File: src/design/flsu_pkg.sv
// shared types, constants and width helpers for the flock steering unit
package flsu_pkg;

  // default flock capacity
  localparam int unsigned MaxMembersDef = 1024;

  // fixed field widths
  localparam int unsigned PosW   = 32;
  localparam int unsigned DirW   = 16;
  localparam int unsigned SpdW   = 31;
  localparam int unsigned GainW  = 24;
  localparam int unsigned OutW   = 32;
  localparam int unsigned VelW   = 48;
  localparam int unsigned CfgIdxW = 3;

  // fixed-point alignment shifts
  localparam int unsigned SepShift = 16;
  localparam int unsigned CohShift = 16;
  localparam int unsigned AliShift = 30;

  // configuration register indexes
  typedef enum logic [CfgIdxW-1:0] {
    REG_COH_GAIN = 3'd0,
    REG_SEP_GAIN = 3'd1,
    REG_ALI_GAIN = 3'd2,
    REG_COH_EXCL = 3'd3,
    REG_ALI_EXCL = 3'd4
  } cfg_reg_e;

  // shared unit operation
  typedef enum logic {
    MDU_MUL = 1'b0,
    MDU_DIV = 1'b1
  } mdu_op_e;

  typedef struct packed {
    logic    start;
    mdu_op_e op;
  } mdu_ctl_t;

  typedef struct packed {
    logic [GainW-1:0] coh_gain;
    logic [GainW-1:0] sep_gain;
    logic [GainW-1:0] ali_gain;
    logic             coh_excl;
    logic             ali_excl;
  } cfg_t;

  // sequencer states
  typedef enum logic [3:0] {
    ST_IDLE,
    ST_VEL,
    ST_ACC,
    ST_NP,
    ST_SQ,
    ST_SEPM,
    ST_SEPD,
    ST_COHP,
    ST_COHM,
    ST_COHD,
    ST_ALIM,
    ST_ALID,
    ST_OUT
  } state_e;

  // member count width for a given capacity
  function automatic int unsigned cnt_width(input int unsigned max_members);
    return $clog2(max_members + 1);
  endfunction

  // shared unit operand width
  function automatic int unsigned unit_width(input int unsigned cw);
    return 2 * cw + 72;
  endfunction

  // quotient bits produced by one division
  function automatic int unsigned quo_width(input int unsigned cw);
    return cw + 42;
  endfunction

endpackage

File: src/design/flsu_seq.sv
// sequencer, flock totals and per-axis term registers
module flsu_seq import flsu_pkg::*; #(
  parameter int unsigned MAX_MEMBERS = MaxMembersDef
) (
  input  logic                   clk_i,
  input  logic                   rst_ni,
  input  logic                   start_i,
  input  logic                   req_type_i,
  input  logic                   first_member_i,
  input  logic signed [PosW-1:0] pos_i [3],
  input  logic signed [DirW-1:0] dir_i [3],
  input  logic [SpdW-1:0]        speed_i,
  input  cfg_t                   cfg_i,
  output logic                   busy_o,
  output logic                   valid_o,
  output logic signed [OutW-1:0] steer_o [3],
  output logic                   skipped_o,
  output logic                   saturated_o,
  output mdu_ctl_t               mdu_ctl_o,
  output logic [unit_width(cnt_width(MAX_MEMBERS))-1:0] mdu_opa_o,
  output logic [unit_width(cnt_width(MAX_MEMBERS))-1:0] mdu_opb_o,
  input  logic                   mdu_done_i,
  input  logic [unit_width(cnt_width(MAX_MEMBERS))-1:0] mdu_res_i
);

  localparam int unsigned CW  = cnt_width(MAX_MEMBERS);
  localparam int unsigned W   = unit_width(CW);
  localparam int unsigned QW  = quo_width(CW);
  localparam int unsigned TPW = PosW + CW;
  localparam int unsigned TVW = VelW + CW;
  localparam int unsigned DW  = PosW + CW + 1;
  localparam int unsigned XW  = PosW + CW + 2;
  localparam int unsigned AW  = TVW + 1;
  localparam int unsigned RW  = QW + 3;

  state_e state_q, state_d;
  logic   wait_q;
  logic [1:0] ax_q;
  logic [CW-1:0] cnt_q;
  logic signed [TPW-1:0] tp_q [3];
  logic signed [TVW-1:0] tv_q [3];

  // latched item
  logic                   type_q;
  logic                   first_q;
  logic signed [PosW-1:0] p_q [3];
  logic signed [DirW-1:0] dir_q [3];
  logic [SpdW-1:0]        spd_q;

  // working registers
  logic signed [VelW-1:0] v_q [3];
  logic signed [DW-1:0]   d_q [3];
  logic [W-1:0]           s_q;
  logic signed [XW-1:0]   x_q;
  logic signed [RW-1:0]   res_q [3];
  logic                   skip_q;

  // selected axis and derived values
  logic signed [PosW-1:0] p_s;
  logic signed [PosW:0]   p_ext;
  logic [PosW:0]          p_mag;
  logic signed [DirW:0]   dir_ext;
  logic [DirW:0]          dir_mag;
  logic signed [DW-1:0]   d_s;
  logic [DW-1:0]          d_mag;
  logic [XW-1:0]          x_mag;
  logic signed [AW-1:0]   a_s;
  logic [AW-1:0]          a_mag;
  logic signed [DW-1:0]   np_s;
  logic signed [XW-1:0]   mcp_s;
  logic signed [VelW-1:0] vm_s;
  logic signed [RW-1:0]   q_ext;
  logic signed [RW-1:0]   q_s;
  logic [W-1:0]           s_nx;
  logic [CW-1:0]          mc;
  logic [CW-1:0]          ma;
  logic                   n_gt1, mc_pos, ma_pos;
  logic                   op_state, issue, fin, last_ax, loop_end, div_neg;
  state_e                 after_sep, after_coh;
  logic [CW-1:0]          cnt_base;
  logic                   room;
  logic signed [TPW-1:0]  tp_acc [3];
  logic signed [TVW-1:0]  tv_acc [3];

  // per-axis operands and signs
  always_comb begin
    p_s     = p_q[ax_q];
    p_ext   = (PosW+1)'(p_s);
    p_mag   = p_ext[PosW] ? unsigned'(-p_ext) : unsigned'(p_ext);
    dir_ext = (DirW+1)'(dir_q[ax_q]);
    dir_mag = dir_ext[DirW] ? unsigned'(-dir_ext) : unsigned'(dir_ext);
    d_s     = d_q[ax_q];
    d_mag   = d_s[DW-1] ? unsigned'(-d_s) : unsigned'(d_s);
    x_mag   = x_q[XW-1] ? unsigned'(-x_q) : unsigned'(x_q);
    a_s     = AW'(tv_q[ax_q]) - (cfg_i.ali_excl ? AW'(v_q[ax_q]) : '0);
    a_mag   = a_s[AW-1] ? unsigned'(-a_s) : unsigned'(a_s);
  end

  // results coming back from the shared unit
  always_comb begin
    np_s  = signed'({1'b0, mdu_res_i[DW-2:0]});
    mcp_s = signed'({1'b0, mdu_res_i[XW-2:0]});
    vm_s  = signed'({1'b0, mdu_res_i[VelW-2:0]});
    q_ext = signed'({3'b000, mdu_res_i[QW-1:0]});
    s_nx  = ((ax_q == 2'd0) ? '0 : s_q) + mdu_res_i;
    case (state_q)
      ST_SEPD: div_neg = d_s[DW-1];
      ST_COHD: div_neg = x_q[XW-1];
      default: div_neg = a_s[AW-1];
    endcase
    q_s = div_neg ? -q_ext : q_ext;
  end

  // flock size conditions
  always_comb begin
    mc     = cnt_q - CW'(cfg_i.coh_excl);
    ma     = cnt_q - CW'(cfg_i.ali_excl);
    n_gt1  = cnt_q > CW'(1);
    mc_pos = cnt_q > CW'(cfg_i.coh_excl);
    ma_pos = cnt_q > CW'(cfg_i.ali_excl);
    after_coh = ma_pos ? ST_ALIM : ST_OUT;
    after_sep = mc_pos ? ST_COHP : after_coh;
  end

  // add item: optional clear, then add unless the flock is full
  always_comb begin
    cnt_base = first_q ? '0 : cnt_q;
    room     = cnt_base < CW'(MAX_MEMBERS);
    for (int k = 0; k < 3; k++) begin
      tp_acc[k] = (first_q ? '0 : tp_q[k]) + (room ? TPW'(p_q[k]) : '0);
      tv_acc[k] = (first_q ? '0 : tv_q[k]) + (room ? TVW'(v_q[k]) : '0);
    end
  end

  // handshake with the shared unit
  always_comb begin
    op_state = (state_q != ST_IDLE) && (state_q != ST_ACC) && (state_q != ST_OUT);
    issue    = op_state && !wait_q;
    fin      = wait_q && mdu_done_i;
    last_ax  = (ax_q == 2'd2);
    loop_end = (state_q == ST_VEL) || (state_q == ST_NP) || (state_q == ST_SQ) ||
               (state_q == ST_SEPD) || (state_q == ST_COHD) || (state_q == ST_ALID);
  end

  // next state and shared unit operands
  always_comb begin
    state_d       = state_q;
    mdu_ctl_o.start = issue;
    mdu_ctl_o.op  = MDU_MUL;
    mdu_opa_o     = '0;
    mdu_opb_o     = '0;
    unique case (state_q)
      ST_IDLE: begin
        if (start_i) state_d = ST_VEL;
      end
      ST_VEL: begin
        mdu_opa_o = W'(spd_q);
        mdu_opb_o = W'(dir_mag);
        if (fin && last_ax) state_d = type_q ? ST_NP : ST_ACC;
      end
      ST_ACC: begin
        state_d = ST_IDLE;
      end
      ST_NP: begin
        mdu_opa_o = W'(p_mag);
        mdu_opb_o = W'(cnt_q);
        if (fin && last_ax) state_d = n_gt1 ? ST_SQ : after_sep;
      end
      ST_SQ: begin
        mdu_opa_o = W'(d_mag);
        mdu_opb_o = W'(d_mag);
        if (fin && last_ax) state_d = (s_nx == '0) ? after_sep : ST_SEPM;
      end
      ST_SEPM: begin
        mdu_opa_o = W'(d_mag);
        mdu_opb_o = W'(cfg_i.sep_gain);
        if (fin) state_d = ST_SEPD;
      end
      ST_SEPD: begin
        mdu_ctl_o.op = MDU_DIV;
        mdu_opa_o    = mdu_res_i << SepShift;
        mdu_opb_o    = s_q;
        if (fin) state_d = last_ax ? after_sep : ST_SEPM;
      end
      ST_COHP: begin
        mdu_opa_o = W'(p_mag);
        mdu_opb_o = W'(mc);
        if (fin) state_d = ST_COHM;
      end
      ST_COHM: begin
        mdu_opa_o = W'(x_mag);
        mdu_opb_o = W'(cfg_i.coh_gain);
        if (fin) state_d = ST_COHD;
      end
      ST_COHD: begin
        mdu_ctl_o.op = MDU_DIV;
        mdu_opa_o    = mdu_res_i >> CohShift;
        mdu_opb_o    = W'(mc);
        if (fin) state_d = last_ax ? after_coh : ST_COHP;
      end
      ST_ALIM: begin
        mdu_opa_o = W'(a_mag);
        mdu_opb_o = W'(cfg_i.ali_gain);
        if (fin) state_d = ST_ALID;
      end
      ST_ALID: begin
        mdu_ctl_o.op = MDU_DIV;
        mdu_opa_o    = mdu_res_i >> AliShift;
        mdu_opb_o    = W'(ma);
        if (fin) state_d = last_ax ? ST_OUT : ST_ALIM;
      end
      ST_OUT: begin
        state_d = ST_IDLE;
      end
      default: state_d = ST_IDLE;
    endcase
  end

  // state, axis counter and flock totals
  always_ff @(posedge clk_i or negedge rst_ni) begin
    if (!rst_ni) begin
      state_q <= ST_IDLE;
      wait_q  <= 1'b0;
      ax_q    <= '0;
      cnt_q   <= '0;
      for (int k = 0; k < 3; k++) begin
        tp_q[k] <= '0;
        tv_q[k] <= '0;
      end
    end else begin
      state_q <= state_d;
      if (issue) begin
        wait_q <= 1'b1;
      end else if (fin) begin
        wait_q <= 1'b0;
      end
      if (state_q == ST_IDLE) begin
        ax_q <= '0;
      end else if (fin && loop_end) begin
        ax_q <= last_ax ? 2'd0 : ax_q + 2'd1;
      end
      if (state_q == ST_ACC) begin
        cnt_q <= room ? cnt_base + CW'(1) : cnt_base;
        for (int k = 0; k < 3; k++) begin
          tp_q[k] <= tp_acc[k];
          tv_q[k] <= tv_acc[k];
        end
      end
    end
  end

  // item latch and term registers
  always_ff @(posedge clk_i) begin
    if (state_q == ST_IDLE && start_i) begin
      type_q  <= req_type_i;
      first_q <= first_member_i;
      spd_q   <= speed_i;
      skip_q  <= 1'b0;
      for (int k = 0; k < 3; k++) begin
        p_q[k]   <= pos_i[k];
        dir_q[k] <= dir_i[k];
        res_q[k] <= '0;
      end
    end
    if (fin) begin
      case (state_q)
        ST_VEL:  v_q[ax_q] <= dir_ext[DirW] ? -vm_s : vm_s;
        ST_NP:   d_q[ax_q] <= (p_ext[PosW] ? -np_s : np_s) - DW'(tp_q[ax_q]);
        ST_SQ: begin
          s_q <= s_nx;
          if (last_ax && s_nx == '0) skip_q <= 1'b1;
        end
        ST_COHP: x_q <= XW'(tp_q[ax_q]) - (cfg_i.coh_excl ? XW'(p_s) : '0)
                        - (p_ext[PosW] ? -mcp_s : mcp_s);
        ST_SEPD, ST_COHD, ST_ALID: res_q[ax_q] <= res_q[ax_q] + q_s;
        default: ;
      endcase
    end
  end

  // clamp to the output range
  localparam logic signed [RW-1:0] SatHi = RW'({1'b0, {(OutW-1){1'b1}}});
  localparam logic signed [RW-1:0] SatLo = -SatHi - RW'(1);

  always_comb begin
    saturated_o = 1'b0;
    for (int k = 0; k < 3; k++) begin
      if (res_q[k] > SatHi) begin
        steer_o[k]  = SatHi[OutW-1:0];
        saturated_o = 1'b1;
      end else if (res_q[k] < SatLo) begin
        steer_o[k]  = SatLo[OutW-1:0];
        saturated_o = 1'b1;
      end else begin
        steer_o[k]  = res_q[k][OutW-1:0];
      end
    end
  end

  assign busy_o    = (state_q != ST_IDLE);
  assign valid_o   = (state_q == ST_OUT);
  assign skipped_o = skip_q;

endmodule

File: config.mk
export PLATFORM = sky130hd
export DESIGN_NAME = flsu_seq
export DESIGN_NICKNAME = d
export VERILOG_FILES = /design/src/design/flsu_pkg.sv /design/src/design/flsu_seq.sv
export SDC_FILE = /design/constraint.sdc
export NUM_CORES = 2
export LEC_CHECK = 0
export BUFFER_PORTS_ARGS = -buffer_cell sky130_fd_sc_hd__clkbuf_2
export CAP_MARGIN = 20
export CORE_ASPECT_RATIO = 1.1
export CORE_MARGIN = 5
export CORE_UTILIZATION = 40
export DETAILED_ROUTE_END_ITERATION = 10
export PLACE_DENSITY_LB_ADDON = 0.1
export SYNTH_ARGS = -nofsm -noshare
export SYNTH_HDL_FRONTEND = slang
export SYNTH_SLANG_ARGS = --single-unit
File: constraint.sdc
create_clock -name clk_i -period 27.3 [get_ports clk_i]
set_input_delay 1.365 -clock clk_i [delete_from_list [all_inputs] [get_ports clk_i]]
set_output_delay 1.365 -clock clk_i [all_outputs]
set_load 0.01 [all_outputs]
# Word level (Yosys, flattened, before mapping)
# Memory sizes are Yosys's and may differ from the RTL's.
# Cells that the tools add are included.
# word_totals
regBits,497
ramBits,588
input_bits,349
n_memories,5
# mem_list
memory,words,width,read_ports,rd_clocked_by_memory_dff,write_ports,line,rtl
res_q,3,56,4,0,3,flsu_seq.sv:55,logic signed [RW-1:0] res_q [3];
v_q,3,48,4,0,1,flsu_seq.sv:51,logic signed [VelW-1:0] v_q [3];
d_q,3,44,1,0,1,flsu_seq.sv:52,logic signed [DW-1:0] d_q [3];
p_q,3,32,4,0,3,flsu_seq.sv:46,logic signed [PosW-1:0] p_q [3];
dir_q,3,16,1,0,3,flsu_seq.sv:47,logic signed [DirW-1:0] dir_q [3];
# op_classes
add_sub_neg,25
n_lt_le_gt_ge,11
eq_ne,26
muxes,90
bitwise,1
reduce_logical,28
# ops
op,count
$pmux 94 s9,1
$pmux 94 s8,1
$mux 59,8
$mux 43,8
$mux 32,6
$add 59x59->59,3
$gt 56x32->1 const B,3
$lt 56x32->1 const B,3
$mux 45,3
$add 43x43->43,3
$mux 60,2
$bmux 59 s2,1
$mux 56,2
$add 94x94->94,1
$logic_not 94->1,1
$mux 94,1
$sub 45x45->45,2
$mux 44,2
$bmux 43 s2,1
$mux 4,16
$neg 60->60,1
$sub 60x60->60,1
$add 56x56->56,1
$neg 53->56,1
46 further kinds,109

# Logic depth before layout (Yosys ltp)
# depth
ltp_word,9
mapped_depth,47
ltp_nobuf,34

# Least setup slack after synthesis
# Ideal clock, no wire load.
# synth_timing
path_type,reg-to-reg
from,register ax_q[1]
to,memory res_q[0][54] in the netlist's numbering (data pin)
setup_ns,0.265
t_arrival_ns,10.434
slack_ns,16.601
path_stages_with_launch,46
path_buffers,12
path_cell_list,dfrtp_1 clkbuf_1 clkbuf_1 clkbuf_1 buf_2 buf_2 buf_1 clkbuf_1 buf_2 buf_2 buf_1 clkbuf_1 mux2i_1 o21ai_0 ha_1 a21o_1 a21oi_2 nor3b_1 [10 not listed] nand2_1 xnor2_1 ha_1 a211oi_1 o21ai_0 a221o_1 a31o_2 a32o_1 a21oi_1 o21ba_2 o21ai_0 o21ai_0 o211ai_1 and2_1 a21o_1 a21oi_1 xor2_1 nor2_1
# synth_lines
item,line,rtl
"start, declared",flsu_seq.sv:38,logic [1:0] ax_q;
"start signal, assigned",flsu_seq.sv:240,ax_q <= last_ax ? 2'd0 : ax_q + 2'd1;
"end, declared",flsu_seq.sv:55,

==> flow_metrics.env <==
export IMPL_status="finished, final reports clean"
export IMPL_vias=86700
export IMPL_clk_latency_ps=860
export IMPL_die_w_um=472
export IMPL_syn_area_um2=94000
export IMPL_area_growth_pct=12.4
export IMPL_timing_setup_tns_ps=0
export IMPL_drtAntennaViolNets=0
export IMPL_drv_cap=0
export IMPL_die_height_um=518
export IMPL_grt_pass1_vias=82500
export IMPL_synthArstFlopShare=0.272
export IMPL_dpl_cell_area_um2=101000
export IMPL_nets=11900
export IMPL_initial_core_util=0.402
export IMPL_fin_ws_ps=14440
export IMPL_port_buffers=638
export IMPL_ys_warn_count=0
export IMPL_clockBufferDepth=3
export IMPL_setup_worst_path_start_class="flip-flop"
export IMPL_tightestPinTransition_ps=1320
export IMPL_slew_headroom=0.121
export IMPL_finalHoldViolations=0
export IMPL_crit_arrival_ps=13410
export IMPL_rsz0062_at_grt="false"
export IMPL_core_area_um2=234000
export IMPL_postCtsSetupBuffers=0
export IMPL_routed_via_density=6.15
export IMPL_p_per_area_nw_per_um2=152
export IMPL_dp_slack_ps=14600
export IMPL_path_class="reg2reg"
export IMPL_final_cell_mix="1,177 x nand2_1, 864 x edfxtp_1, 789 x o21ai_0"
export IMPL_final_util=0.452
export IMPL_clkSlewWorstSetupHoldPaths_ps=60
export IMPL_postCtsHoldBufs=0
export IMPL_leakage_nw=44.0
export IMPL_end_kind="flip-flop"
export IMPL_total_power_mw=16.1
export IMPL_netlist_instances=10400
export IMPL_stdcell_count=14100
export IMPL_worstPathMaxFanout=63
export IMPL_antenna_found_initial=38
export IMPL_h_tree_depth=4
export IMPL_drt_pass1_iterations=10
export IMPL_multiInputGateArea_um2=56700
export IMPL_fin_crit_sh=0.471
export IMPL_routedWlPerCell_um=31.7
export IMPL_synth_area_leaders="edfxtp_1 28%, dfrtp_1 8.6%, ha_1 8.1%"
export IMPL_synth_seq_cells=1189
export IMPL_fin_skew_ps=68.1
export IMPL_setup_violations=0
export IMPL_ir_drop_mv=0.0916
export IMPL_grt_pass1_wl_um=623000
export IMPL_syn_num_nets=11400
export IMPL_required_ps=27840
export IMPL_drive_above_1_share=0.118
export IMPL_finalWeightedCongestion=1.03
export IMPL_cpMaxStageDelayCell="buf_4"
export IMPL_nFillCells=22900
export IMPL_cts_tree="done"
export IMPL_ff_latch_area_um2=34100
export IMPL_grt_util_all_layers=0.351
export IMPL_ios=639
export IMPL_synth_edf_count=864
export IMPL_yosysSeqAreaShare=0.362
export IMPL_drtIter0Drc=10500
export IMPL_route_detailed_drc=0
export IMPL_floorplan_die_area_um2=245000
export IMPL_yosys_area_top_type="edfxtp_1"
export IMPL_cts_root_buf="clkbuf_16"
export IMPL_place_hpwl_um=348000
export IMPL_syn_area_per_cell_um2=9.01
export IMPL_hp_class="reg2reg"
export IMPL_drt_total_wl_um=447000
export IMPL_grt_ovfl_total=0
export IMPL_layout_commonest_cell="nand2_1"
export IMPL_synth_top_area_frac=0.276
export IMPL_grt_max_degree=155
export IMPL_numCtsBuffers=148
export IMPL_synth_top_flop_cell="edfxtp_1"
export IMPL_cts_resized=0
export IMPL_period_needed_ps=12860
export IMPL_cts_sinks=1189
export IMPL_finalInstanceArea_um2=106000
export IMPL_row_count=186
export IMPL_critPathMaxStageDelay_ps=750
export IMPL_hold_slack_ps=483
export IMPL_drv_slew=0
export IMPL_dp_cells=13800
export IMPL_ys_types=106
export IMPL_clock_fmax_mhz=77.7
critical path: cells and delay by family, from the launching register on:
kind / cells / cell delay, ps
AO/OA/AOI/OAI: 24 / 6570
buffers and inverters: 6 / 2660
AND/OR/NAND/NOR: 3 / 870
multiplexers: 2 / 720
flip-flops: 1 / 710
adder cells (fa/ha/maj): 2 / 570
XOR/XNOR: 1 / 330
report_power, final:
group	total [mW]	switching, mW	leakage [nW]	internal, mW
registers	3.12	0.341	12.0	2.78
logic	10.9	7.23	29.7	3.64
clock network	2.07	0.892	2.36	1.18
total	16.1	8.47	44.0	7.60
sequential cells by signal (all words and copies together), names as in the netlist, 11 cells and up:
name,count
s_q,94
res_q,224
dir_q,48
cnt_q,11
tv_q,177
v_q,192
tp_q,129
spd_q,31
x_q,45
p_q,96
d_q,132
metal layers:
metal / track usage / share of wire / up-vias
met5: 0 / 0.00019 / -
met4: 0.187 / 0.065 / 12
met3: 0.0654 / 0.084 / 799
met2: 0.524 / 0.42 / 4198
met1: 0.484 / 0.43 / 42900
li1: - / - / 38700
kinds of logic after synthesis:
| group | after synthesis | synth area share |
|---|---|---|
| adders and majority gates | 663 | 0.0926 |
| buffers and inverters | 914 | 0.0375 |
| xor gates and xnor gates | 830 | 0.0773 |
| AOI/OAI and AO/OA | 2861 | 0.193 |
| muxes | 326 | 0.0486 |
| and+or+nand+nor | 3647 | 0.189 |
| DFF | 1189 | 0.362 |
worst paths after layout:
check | start | to | slack, ps | cells after the start
min reg2reg | tv_q[23] | tv_q[23] | 480 | 2
max reg2reg | ax_q[1] | res_q[0][45] | 14440 | 38
min | tv_q[23] | tv_q[23] | 480 | 2
max in group asynchronous | rst_ni | cnt_q[1] | 23810 | 4
max | ax_q[1] | res_q[0][45] | 14440 | 38
min in group asynchronous | rst_ni | tp_q[107] | 590 | 1
cells in the mapped netlist, types with 297 or more instances:
master and number:
edfxtp_1 864, a21o_1 304, nand2_1 1185, xor2_1 402
clkbuf_1 434, a21oi_1 784, inv_1 379, xnor2_1 428
nor2_1 788, ha_1 609, and2_1 297, nor2b_1 474
o21ai_0 790, dfrtp_1 324
area by class of cell:
type,instances,share of cell area
Sequential cell,1189,0.323
Timing Repair Buffer,815,0.0433
Clock inverter,85,0.00982
Clock buffer,182,0.0369
Multi-Input combinational cell,8327,0.537
Tap cell,3102,0.0367
Antenna cell,16,0.000379
Inverter,380,0.0136
Power figures use the tool's default switching activity.
